$ cat src/rwv_pkg.sv
package rwv_pkg;

    // Fixed field widths of the stream payloads.
    localparam int INSTR_W   = 16;
    localparam int VALUE_W   = 32;
    localparam int S_TDATA_W = 56;
    localparam int M_TDATA_W = 56;
    localparam int RESULT_W  = 50;

    // Actions carried in s_tuser.
    localparam logic ACT_EXEC  = 1'b0;
    localparam logic ACT_CONST = 1'b1;

    // Opcodes, instruction bits 15..12. Other codes do nothing.
    localparam logic [3:0] OP_HALT = 4'd0;
    localparam logic [3:0] OP_MOVI = 4'd1;
    localparam logic [3:0] OP_ADD  = 4'd2;
    localparam logic [3:0] OP_CALL = 4'd3;
    localparam logic [3:0] OP_RET  = 4'd4;
    localparam logic [3:0] OP_MOV  = 4'd5;
    localparam logic [3:0] OP_LDC  = 4'd6;

    // Result item; the first member sits in the highest bits, so halted lands at bit 0.
    typedef struct packed {
        logic               fault;
        logic [VALUE_W-1:0] write_value;
        logic [4:0]         write_slot;
        logic               wrote;
        logic [7:0]         next_pc;
        logic [1:0]         next_function;
        logic               halted;
    } result_t;

endpackage

$ cat src/rwv_ram.sv
module rwv_ram #(
    parameter int WIDTH = 32,
    parameter int DEPTH = 32
) (
    input  logic                     aclk,
    input  logic                     we,
    input  logic [$clog2(DEPTH)-1:0] waddr,
    input  logic [WIDTH-1:0]         wdata,
    input  logic                     re,
    input  logic [$clog2(DEPTH)-1:0] raddr,
    output logic [WIDTH-1:0]         rdata
);

    logic [WIDTH-1:0] mem [DEPTH];
    logic [WIDTH-1:0] rdata_reg;

    // Read-first: a read and a write to the same address return the old word.
    always_ff @(posedge aclk) begin
        if (we) begin
            mem[waddr] <= wdata;
        end
        if (re) begin
            rdata_reg <= mem[raddr];
        end
    end

    assign rdata = rdata_reg;

endmodule

$ cat src/rwv_exec.sv
module rwv_exec #(
    parameter int REG_DEPTH       = 32,
    parameter int NUM_FUNCS       = 4,
    parameter int CONSTS_PER_FUNC = 16,
    parameter int PROG_DEPTH      = 256
) (
    input  logic                                   action,
    input  logic [rwv_pkg::INSTR_W-1:0]            instr,
    input  logic [1:0]                             const_function,
    input  logic [3:0]                             const_slot,
    input  logic                                   halt,
    input  logic [$clog2(NUM_FUNCS)-1:0]           cur_fn,
    input  logic [$clog2(PROG_DEPTH)-1:0]          pc,
    input  logic [$clog2(REG_DEPTH)-1:0]           base,
    input  logic [$clog2(NUM_FUNCS)-1:0]           saved_fn,
    input  logic [$clog2(PROG_DEPTH)-1:0]          saved_pc,
    input  logic [$clog2(REG_DEPTH)-1:0]           saved_base,
    input  logic [rwv_pkg::VALUE_W-1:0]            rd_p,
    input  logic [rwv_pkg::VALUE_W-1:0]            rd_q,
    input  logic [rwv_pkg::VALUE_W-1:0]            rd_const,
    output logic                                   halt_next,
    output logic [$clog2(NUM_FUNCS)-1:0]           fn_next,
    output logic [$clog2(PROG_DEPTH)-1:0]          pc_next,
    output logic [$clog2(REG_DEPTH)-1:0]           base_next,
    output logic [$clog2(NUM_FUNCS)-1:0]           saved_fn_next,
    output logic [$clog2(PROG_DEPTH)-1:0]          saved_pc_next,
    output logic [$clog2(REG_DEPTH)-1:0]           saved_base_next,
    output logic                                   reg_we,
    output logic [$clog2(REG_DEPTH)-1:0]           reg_waddr,
    output logic [rwv_pkg::VALUE_W-1:0]            reg_wdata,
    output logic                                   const_we,
    output logic [$clog2(NUM_FUNCS*CONSTS_PER_FUNC)-1:0] const_waddr,
    output rwv_pkg::result_t                       result
);

    import rwv_pkg::*;

    localparam int FW  = $clog2(NUM_FUNCS);
    localparam int PW  = $clog2(PROG_DEPTH);
    localparam int BW  = $clog2(REG_DEPTH);
    localparam int CAW = $clog2(NUM_FUNCS * CONSTS_PER_FUNC);
    localparam int SW  = BW + 5;

    logic [3:0]         op;
    logic [3:0]         fa, fb, fc;
    logic [7:0]         imm;
    logic [SW-1:0]      sa, sb, sc;
    logic               sa_bad, sb_bad, sc_bad, imm_bad, fn_bad;
    logic               cw_bad;
    logic [PW-1:0]      pc_inc;
    logic               wr;
    logic               flt;
    logic [VALUE_W-1:0] val;
    logic [31:0]        caddr_w;
    logic [31:0]        fn_w;
    logic [31:0]        pc_w;

    assign op  = instr[15:12];
    assign fa  = instr[11:8];
    assign fb  = instr[7:4];
    assign fc  = instr[3:0];
    assign imm = instr[7:0];

    assign sa = SW'(base) + SW'(fa);
    assign sb = SW'(base) + SW'(fb);
    assign sc = SW'(base) + SW'(fc);

    assign sa_bad  = sa >= SW'(REG_DEPTH);
    assign sb_bad  = sb >= SW'(REG_DEPTH);
    assign sc_bad  = sc >= SW'(REG_DEPTH);
    assign imm_bad = 32'(imm) >= 32'(CONSTS_PER_FUNC);
    assign fn_bad  = rd_p >= 32'(NUM_FUNCS);
    assign cw_bad  = (32'(const_function) >= 32'(NUM_FUNCS))
                  || (32'(const_slot) >= 32'(CONSTS_PER_FUNC));

    assign pc_inc = (pc == PW'(PROG_DEPTH - 1)) ? '0 : pc + PW'(1);

    assign caddr_w = 32'(const_function) * 32'(CONSTS_PER_FUNC) + 32'(const_slot);

    always_comb begin
        halt_next       = halt;
        fn_next         = cur_fn;
        pc_next         = pc;
        base_next       = base;
        saved_fn_next   = saved_fn;
        saved_pc_next   = saved_pc;
        saved_base_next = saved_base;
        wr              = 1'b0;
        flt             = 1'b0;
        val             = '0;
        const_we        = 1'b0;
        if (action == ACT_CONST) begin
            if (cw_bad) begin
                flt = 1'b1;
            end else begin
                const_we = 1'b1;
            end
        end else if (!halt) begin
            unique case (op)
                OP_HALT: begin
                    halt_next = 1'b1;
                    pc_next   = pc_inc;
                end
                OP_MOVI, OP_ADD, OP_MOV, OP_LDC: begin
                    if (sa_bad
                        || ((op == OP_ADD || op == OP_MOV) && sb_bad)
                        || (op == OP_ADD && sc_bad)
                        || (op == OP_LDC && imm_bad)) begin
                        flt = 1'b1;
                    end else begin
                        wr      = 1'b1;
                        pc_next = pc_inc;
                        if (op == OP_MOVI) begin
                            val = VALUE_W'(imm);
                        end else if (op == OP_ADD) begin
                            val = rd_p + rd_q;
                        end else if (op == OP_MOV) begin
                            val = rd_p;
                        end else begin
                            val = rd_const;
                        end
                    end
                end
                OP_CALL: begin
                    if (sa_bad || sb_bad || fn_bad) begin
                        flt = 1'b1;
                    end else begin
                        saved_pc_next   = pc_inc;
                        saved_base_next = base;
                        saved_fn_next   = cur_fn;
                        fn_next         = rd_p[FW-1:0];
                        pc_next         = '0;
                        base_next       = sb[BW-1:0];
                    end
                end
                OP_RET: begin
                    fn_next   = saved_fn;
                    pc_next   = saved_pc;
                    base_next = saved_base;
                end
                default: begin
                    pc_next = pc_inc;
                end
            endcase
        end
    end

    assign reg_we      = wr;
    assign reg_waddr   = sa[BW-1:0];
    assign reg_wdata   = val;
    assign const_waddr = caddr_w[CAW-1:0];

    assign fn_w = 32'(fn_next);
    assign pc_w = 32'(pc_next);

    always_comb begin
        result.halted        = halt_next;
        result.next_function = fn_w[1:0];
        result.next_pc       = pc_w[7:0];
        result.wrote         = wr;
        result.write_slot    = wr ? sa[4:0] : 5'd0;
        result.write_value   = val;
        result.fault         = flt;
    end

endmodule

$ cat src/register_window_vm_execute_top.sv
// Channel | Ports                       | Carries
// input   | s_tvalid s_tready s_tdata   | one instruction or one constant-entry write
//         | s_tuser                     | action
// result  | m_tvalid m_tready m_tdata   | next fetch location, register write, flags
//
// One transaction per clock in steady state while results are not stalled on m_tready.
// The input stage reads the register and constant stores (registered reads), the execute
// stage decodes, adds and updates the state and stores, and the output register holds
// the result. A result that waits on m_tready stalls the execute stage, which then
// holds s_tready low. Reset is synchronous (aresetn low) and clears the machine state
// and the register-store valid bits; constant entries are undefined until written.
module register_window_vm_execute_top #(
    parameter int REG_DEPTH       = 32,
    parameter int NUM_FUNCS       = 4,
    parameter int CONSTS_PER_FUNC = 16,
    parameter int PROG_DEPTH      = 256
) (
    input  logic                             aclk,
    input  logic                             aresetn,
    input  logic                             s_tvalid,
    output logic                             s_tready,
    // instruction[15:0], const_function[17:16], const_slot[21:18],
    // const_value[53:22], zero padding[55:54]
    input  logic [rwv_pkg::S_TDATA_W-1:0]    s_tdata,
    // action[0]
    input  logic                             s_tuser,
    output logic                             m_tvalid,
    input  logic                             m_tready,
    // halted[0], next_function[2:1], next_pc[10:3], wrote[11], write_slot[16:12],
    // write_value[48:17], fault[49], zero padding[55:50]
    output logic [rwv_pkg::M_TDATA_W-1:0]    m_tdata
);

    import rwv_pkg::*;

    localparam int FW  = $clog2(NUM_FUNCS);
    localparam int PW  = $clog2(PROG_DEPTH);
    localparam int BW  = $clog2(REG_DEPTH);
    localparam int CAW = $clog2(NUM_FUNCS * CONSTS_PER_FUNC);
    localparam int SW  = BW + 5;
    localparam int CDEPTH = NUM_FUNCS * CONSTS_PER_FUNC;

    // Execute stage.
    logic                 e_valid_reg;
    logic                 e_act_reg;
    logic [INSTR_W-1:0]   e_ins_reg;
    logic [1:0]           e_cfn_reg;
    logic [3:0]           e_slot_reg;
    logic [VALUE_W-1:0]   e_cval_reg;

    // Machine state.
    logic                 halt_reg;
    logic [FW-1:0]        fn_reg;
    logic [PW-1:0]        pc_reg;
    logic [BW-1:0]        base_reg;
    logic [FW-1:0]        sfn_reg;
    logic [PW-1:0]        spc_reg;
    logic [BW-1:0]        sbase_reg;
    logic [REG_DEPTH-1:0] vld_reg;

    // Read bypass for a write that lands on the edge of the read.
    logic                 qa_hit_reg, qb_hit_reg, k_hit_reg;
    logic                 qa_vld_reg, qb_vld_reg;
    logic [VALUE_W-1:0]   qa_val_reg, qb_val_reg, k_val_reg;

    logic                 m_valid_reg;
    result_t              m_res_reg;

    logic                 in_fire;
    logic                 e_fire;

    logic                 halt_nx;
    logic [FW-1:0]        fn_nx;
    logic [PW-1:0]        pc_nx;
    logic [BW-1:0]        base_nx;
    logic [FW-1:0]        sfn_nx;
    logic [PW-1:0]        spc_nx;
    logic [BW-1:0]        sbase_nx;
    logic                 reg_we;
    logic [BW-1:0]        reg_waddr;
    logic [VALUE_W-1:0]   reg_wdata;
    logic                 const_we;
    logic [CAW-1:0]       const_waddr;
    result_t              res;

    logic [3:0]           in_op;
    logic [BW-1:0]        base_sel;
    logic [FW-1:0]        fn_sel;
    logic [SW-1:0]        ra_sum, rb_sum;
    logic [BW-1:0]        ra_addr, rb_addr;
    logic                 ra_ok, rb_ok;
    logic [31:0]          k_sum;
    logic [CAW-1:0]       k_addr;
    logic                 do_reg_we, do_const_we;

    logic [VALUE_W-1:0]   ram_a_q, ram_b_q, ram_k_q;
    logic [VALUE_W-1:0]   rd_p, rd_q, rd_k;

    assign e_fire   = e_valid_reg && (!m_valid_reg || m_tready);
    assign s_tready = !e_valid_reg || e_fire;
    assign in_fire  = s_tvalid && s_tready;

    assign do_reg_we   = e_fire && reg_we;
    assign do_const_we = e_fire && const_we;

    // Read addresses use the state that holds once the item now executing commits.
    assign in_op    = s_tdata[15:12];
    assign base_sel = e_fire ? base_nx : base_reg;
    assign fn_sel   = e_fire ? fn_nx : fn_reg;
    assign ra_sum   = SW'(base_sel)
                    + SW'((in_op == OP_CALL) ? s_tdata[11:8] : s_tdata[7:4]);
    assign rb_sum   = SW'(base_sel) + SW'(s_tdata[3:0]);
    assign ra_addr  = ra_sum[BW-1:0];
    assign rb_addr  = rb_sum[BW-1:0];
    assign ra_ok    = ra_sum < SW'(REG_DEPTH);
    assign rb_ok    = rb_sum < SW'(REG_DEPTH);
    assign k_sum    = 32'(fn_sel) * 32'(CONSTS_PER_FUNC) + 32'(s_tdata[7:0]);
    assign k_addr   = k_sum[CAW-1:0];

    rwv_ram #(.WIDTH(VALUE_W), .DEPTH(REG_DEPTH)) u_regs_a (
        .aclk  (aclk),
        .we    (do_reg_we),
        .waddr (reg_waddr),
        .wdata (reg_wdata),
        .re    (in_fire),
        .raddr (ra_addr),
        .rdata (ram_a_q)
    );

    rwv_ram #(.WIDTH(VALUE_W), .DEPTH(REG_DEPTH)) u_regs_b (
        .aclk  (aclk),
        .we    (do_reg_we),
        .waddr (reg_waddr),
        .wdata (reg_wdata),
        .re    (in_fire),
        .raddr (rb_addr),
        .rdata (ram_b_q)
    );

    rwv_ram #(.WIDTH(VALUE_W), .DEPTH(CDEPTH)) u_consts (
        .aclk  (aclk),
        .we    (do_const_we),
        .waddr (const_waddr),
        .wdata (e_cval_reg),
        .re    (in_fire),
        .raddr (k_addr),
        .rdata (ram_k_q)
    );

    assign rd_p = qa_hit_reg ? qa_val_reg : (qa_vld_reg ? ram_a_q : '0);
    assign rd_q = qb_hit_reg ? qb_val_reg : (qb_vld_reg ? ram_b_q : '0);
    assign rd_k = k_hit_reg ? k_val_reg : ram_k_q;

    rwv_exec #(
        .REG_DEPTH       (REG_DEPTH),
        .NUM_FUNCS       (NUM_FUNCS),
        .CONSTS_PER_FUNC (CONSTS_PER_FUNC),
        .PROG_DEPTH      (PROG_DEPTH)
    ) u_exec (
        .action          (e_act_reg),
        .instr           (e_ins_reg),
        .const_function  (e_cfn_reg),
        .const_slot      (e_slot_reg),
        .halt            (halt_reg),
        .cur_fn          (fn_reg),
        .pc              (pc_reg),
        .base            (base_reg),
        .saved_fn        (sfn_reg),
        .saved_pc        (spc_reg),
        .saved_base      (sbase_reg),
        .rd_p            (rd_p),
        .rd_q            (rd_q),
        .rd_const        (rd_k),
        .halt_next       (halt_nx),
        .fn_next         (fn_nx),
        .pc_next         (pc_nx),
        .base_next       (base_nx),
        .saved_fn_next   (sfn_nx),
        .saved_pc_next   (spc_nx),
        .saved_base_next (sbase_nx),
        .reg_we          (reg_we),
        .reg_waddr       (reg_waddr),
        .reg_wdata       (reg_wdata),
        .const_we        (const_we),
        .const_waddr     (const_waddr),
        .result          (res)
    );

    always_ff @(posedge aclk) begin
        if (!aresetn) begin
            e_valid_reg <= 1'b0;
            m_valid_reg <= 1'b0;
            halt_reg    <= 1'b0;
            fn_reg      <= '0;
            pc_reg      <= '0;
            base_reg    <= '0;
            sfn_reg     <= '0;
            spc_reg     <= '0;
            sbase_reg   <= '0;
            vld_reg     <= '0;
        end else begin
            if (in_fire) begin
                e_valid_reg <= 1'b1;
            end else if (e_fire) begin
                e_valid_reg <= 1'b0;
            end
            if (e_fire) begin
                m_valid_reg <= 1'b1;
            end else if (m_tready) begin
                m_valid_reg <= 1'b0;
            end
            if (e_fire) begin
                halt_reg  <= halt_nx;
                fn_reg    <= fn_nx;
                pc_reg    <= pc_nx;
                base_reg  <= base_nx;
                sfn_reg   <= sfn_nx;
                spc_reg   <= spc_nx;
                sbase_reg <= sbase_nx;
            end
            if (do_reg_we) begin
                vld_reg[reg_waddr] <= 1'b1;
            end
        end
    end

    always_ff @(posedge aclk) begin
        if (in_fire) begin
            e_act_reg  <= s_tuser;
            e_ins_reg  <= s_tdata[15:0];
            e_cfn_reg  <= s_tdata[17:16];
            e_slot_reg <= s_tdata[21:18];
            e_cval_reg <= s_tdata[53:22];
            qa_hit_reg <= do_reg_we && (reg_waddr == ra_addr);
            qb_hit_reg <= do_reg_we && (reg_waddr == rb_addr);
            k_hit_reg  <= do_const_we && (const_waddr == k_addr);
            qa_val_reg <= reg_wdata;
            qb_val_reg <= reg_wdata;
            k_val_reg  <= e_cval_reg;
            qa_vld_reg <= ra_ok && vld_reg[ra_addr];
            qb_vld_reg <= rb_ok && vld_reg[rb_addr];
        end
        if (e_fire) begin
            m_res_reg <= res;
        end
    end

    assign m_tvalid = m_valid_reg;
    assign m_tdata  = {(M_TDATA_W - RESULT_W)'(0), m_res_reg};

`ifndef SYNTHESIS
    a_ready_when_out_free: assert property (@(posedge aclk) disable iff (!aresetn)
        !m_valid_reg |-> s_tready)
        else $error("input stalled while the result register is free");

    a_halt_sticks: assert property (@(posedge aclk) disable iff (!aresetn)
        halt_reg |=> halt_reg)
        else $error("halt flag cleared without reset");

    a_base_in_range: assert property (@(posedge aclk) disable iff (!aresetn)
        e_fire |=> (SW'(base_reg) < SW'(REG_DEPTH)))
        else $error("window base left the register store");

    a_write_not_fault: assert property (@(posedge aclk) disable iff (!aresetn)
        m_valid_reg |-> !(m_res_reg.wrote && m_res_reg.fault))
        else $error("a faulted transaction reports a register write");
`endif

endmodule
$ cat config.mk
export PLATFORM = sky130hd
export DESIGN_NAME = register_window_vm_execute_top
export DESIGN_NICKNAME = d
export VERILOG_FILES = /design/src/rwv_pkg.sv /design/src/rwv_ram.sv /design/src/rwv_exec.sv /design/src/register_window_vm_execute_top.sv
export SDC_FILE = /design/constraint.sdc
export NUM_CORES = 2
export LEC_CHECK = 0
export BUFFER_PORTS_ARGS = -buffer_cell sky130_fd_sc_hd__clkbuf_2
export CORE_UTILIZATION = 61
export CTS_BUF_LIST = sky130_fd_sc_hd__clkbuf_8
export CTS_CLUSTER_SIZE = 16
export DETAILED_ROUTE_END_ITERATION = 10
export PLACE_DENSITY = 0.85
export SLEW_MARGIN = 0
export SYNTH_ARGS = -nofsm -noshare
export SYNTH_HDL_FRONTEND = slang
export SYNTH_SLANG_ARGS = --single-unit
$ cat constraint.sdc
create_clock -name aclk -period 16.6 [get_ports aclk]
set_clock_uncertainty 0.2 [all_clocks]
set_input_delay 2.49 -clock aclk [delete_from_list [all_inputs] [get_ports aclk]]
set_output_delay 2.49 -clock aclk [all_outputs]
set_load 0.1 [all_outputs]
==> results.toml <==
[yosys]
synth_edf_count = 3342
synth.area.top_cells = "edfxtp_1, mux4_2, mux2i_1"
ys_async_sr_fraction_pct = 0
synth_cells = 6228
synth_top_cell_by_area = "edfxtp_1"
ys_seq_area_share_pct = 72.3
synthDistinctLibCells = 73
syn_avg_cell_area_sq_um = 22.6
synth-seq-cells = 3407
synth.top_cell.area_share_pct = 71.4
synthFlopType = "edfxtp_1"
yosys_warnings = 0
syn_area_sq_mm = 0.141

[clock_tree]
htreeDepth = 6
cts_setup_buffers = 0
cts_sinks = 3407
clk_latency_ps = 1150
cts_tree = "built"
cts_buffers = 543
clk_pin_slew_ps = 60
hold_buffers = 0
root_buffer = "clkbuf_8"
clockBufferDepth = 4
cts_resized = 0

[sta]
setup_viol = 0
fin_crit_ps = 9130
fin_setup_tns_ps = 0
rsz0062_at_grt = "false"
hold_viol_final = 0
slew_headroom_pct = 2.68
fmax_mhz = 110
whs_ps = 276
finalCritPeriodShare_pct = 55.0
worstMarginPinSlew_ps = 1460
drv_slew = 0
worst_slack_ps = 7470

[floorplan]
die_w_um = 482
core_sq_mm = 0.228
start_util_pct = 61.6
fp.dieH_um = 482
num_rows = 175
ioPinCount = 119
die_area_sq_mm = 0.232

[pwr]
ir_drop_mv = 0.0734
power_density_mw_per_mm2 = 110
leakage_nw = 50.5

[critical_path]
critPathKind = "input pin to register"
reg2reg_slack_ps = 7920
end_kind = "register"
rr_worst_depth = 15
cp_max_fo = 66
reg2reg_to = "qa_vld_reg$_DFFE_PP_"
required_ps = 17220
crit_path_start_kind = "input pin"
r2r_start = "e_act_reg$_DFFE_PP_"
endpoint = "qa_vld_reg$_DFFE_PP_"
crit_path_start = "m_tready"
cp.arrival_ps = 9750

[placement]
dp_worst_setup_slack_ps = 6560
dp_hpwl_um = 215000
place.gp.congestion = 0.902
io_buffers = 110

[global_routing]
grt_max_degree = 160
grt_use_total_pct = 34.2
grt-ovfl-total = 0
grt_pass1_wl_um = 552000
antenna_found_initial = 28
grt_pass1_vias = 77303

[drt]
vias = 76044
drc = 0
routedWlPerCell_um = 38.9
totalWireLength_um = 394000
drtAntennaViolNets = 0
dr.first_iter.drc_count = 12823
firstDrtPassIters = 6
viasPerCell = 7.51

[finish]
postLayoutCoreUtil_pct = 68.3
largest_register_ffs = 2048
regMostFlops = "u_consts.mem"
final_common_cell = "edfxtp_1"
final_nets = 6842
drive_above_1_share_pct = 35.4
area_growth_pct = 10.8
final_cell_mix = "edfxtp_1, mux4_2, clkbuf_8"

[min_path]
hp-class = "register to register"

[status]
status = "completed"

[job]
max-cap-violations = 0
[metrics by stage]
| step | area (sq um) | total power [mW] | instances |
|---|---|---|---|
| final | 156000 | 17.2 | 10128 |
| after global routing | 156000 | 17.6 | 10125 |
| after CTS | 156000 | 17.2 | 10120 |
| after detailed placement | 146000 | 10.8 | 9188 |
| after global placement | 146000 | 10.8 | 9188 |
| after floorplan | 141000 | 10.4 | 6233 |
[synth_stat cells, types with 6 or more instances]
cell      instances
o211a_1           9
o21a_1           48
mux2_2           69
buf_4            10
a211oi_1         27
o21ai_0          53
buf_1            94
buf_2             9
nor3_1           16
ha_1             51
nor2b_1          16
nand2b_1         14
nand3b_1         11
xnor2_1          37
mux2i_1         133
clkbuf_1        262
nand4_1          11
nand2_1         105
xor2_1           20
nand3_1          15
a22o_1           62
o211ai_1          9
nor2_1          178
a22oi_1           7
and3_1            8
nor4_1           16
edfxtp_1       3342
a21boi_0         10
a221oi_1          6
dfxtp_1          65
inv_1            26
a21o_1           17
mux4_2         1300
a31oi_1           9
and2_1           11
a21oi_1          73
[where the power goes]
part           total (mW)  switching (mW)  internal (mW)
Sequential           9.54          0.0430           9.50
Clock                6.53            3.28           3.24
Combinational        1.11           0.684          0.427
Total                17.2            4.01           13.2
[how the worst min path moves through the flow]
stage | from | cells after the start | endpoint
after CTS | spc_reg[1]$_SDFFE_PN0P_ | 2 | spc_reg[1]$_SDFFE_PN0P_
after global routing | spc_reg[1]$_SDFFE_PN0P_ | 2 | spc_reg[1]$_SDFFE_PN0P_
final | spc_reg[1]$_SDFFE_PN0P_ | 2 | spc_reg[1]$_SDFFE_PN0P_
after floorplan | spc_reg[3]$_SDFFE_PN0P_ | 2 | spc_reg[3]$_SDFFE_PN0P_
after global placement | spc_reg[3]$_SDFFE_PN0P_ | 2 | spc_reg[3]$_SDFFE_PN0P_
after detailed placement | spc_reg[1]$_SDFFE_PN0P_ | 2 | spc_reg[1]$_SDFFE_PN0P_
[area by class of cell]
class | instances | area [sq um]
multi-input combinational | 2420 | 38300
fill | 12562 | 72400
clock inverter | 370 | 1810
sequential | 3407 | 102000
inverter | 27 | 103
clock buffer | 562 | 7730
tap | 3009 | 3760
timing repair buffer | 326 | 2290
antenna | 7 | 17.5
[layer usage]
layer | part of all wire, % | track usage [%] | up-vias | routed length (um)
met2 | 47 | 52.9 | 7776 | 187000
met4 | 6.6 | 19.9 | 22 | 26200
li1 | - | - | 27956 | -
met1 | 31 | 43.7 | 38719 | 123000
met5 | 0.034 | 0 | - | 134
met3 | 15 | 9.84 | 1571 | 57800
[worst max-delay path, stage by stage]
cell and delay (ps):
clkbuf_2 80, nor2b_1 160, nor3b_4 990, nand2_1 450
o21ai_0 670, ha_4 230, inv_1 60, fa_4 1360
buf_4 580, buf_4 870, mux4_2 600, mux4_2 560
mux2_2 290, a31oi_1 180, o22ai_1 90
[cell families after synthesis]
logic type / synth area share, %
flip-flops: 72.3
adder cells (fa/ha/maj): 0.547
AO/OA/AOI/OAI: 1.84
buffers and inverters: 1.14
multiplexers: 22.3
XOR/XNOR: 0.394
other: 0.00267
AND/OR/NAND/NOR: 1.41
Note: power is estimated with default switching activity, not from simulation.
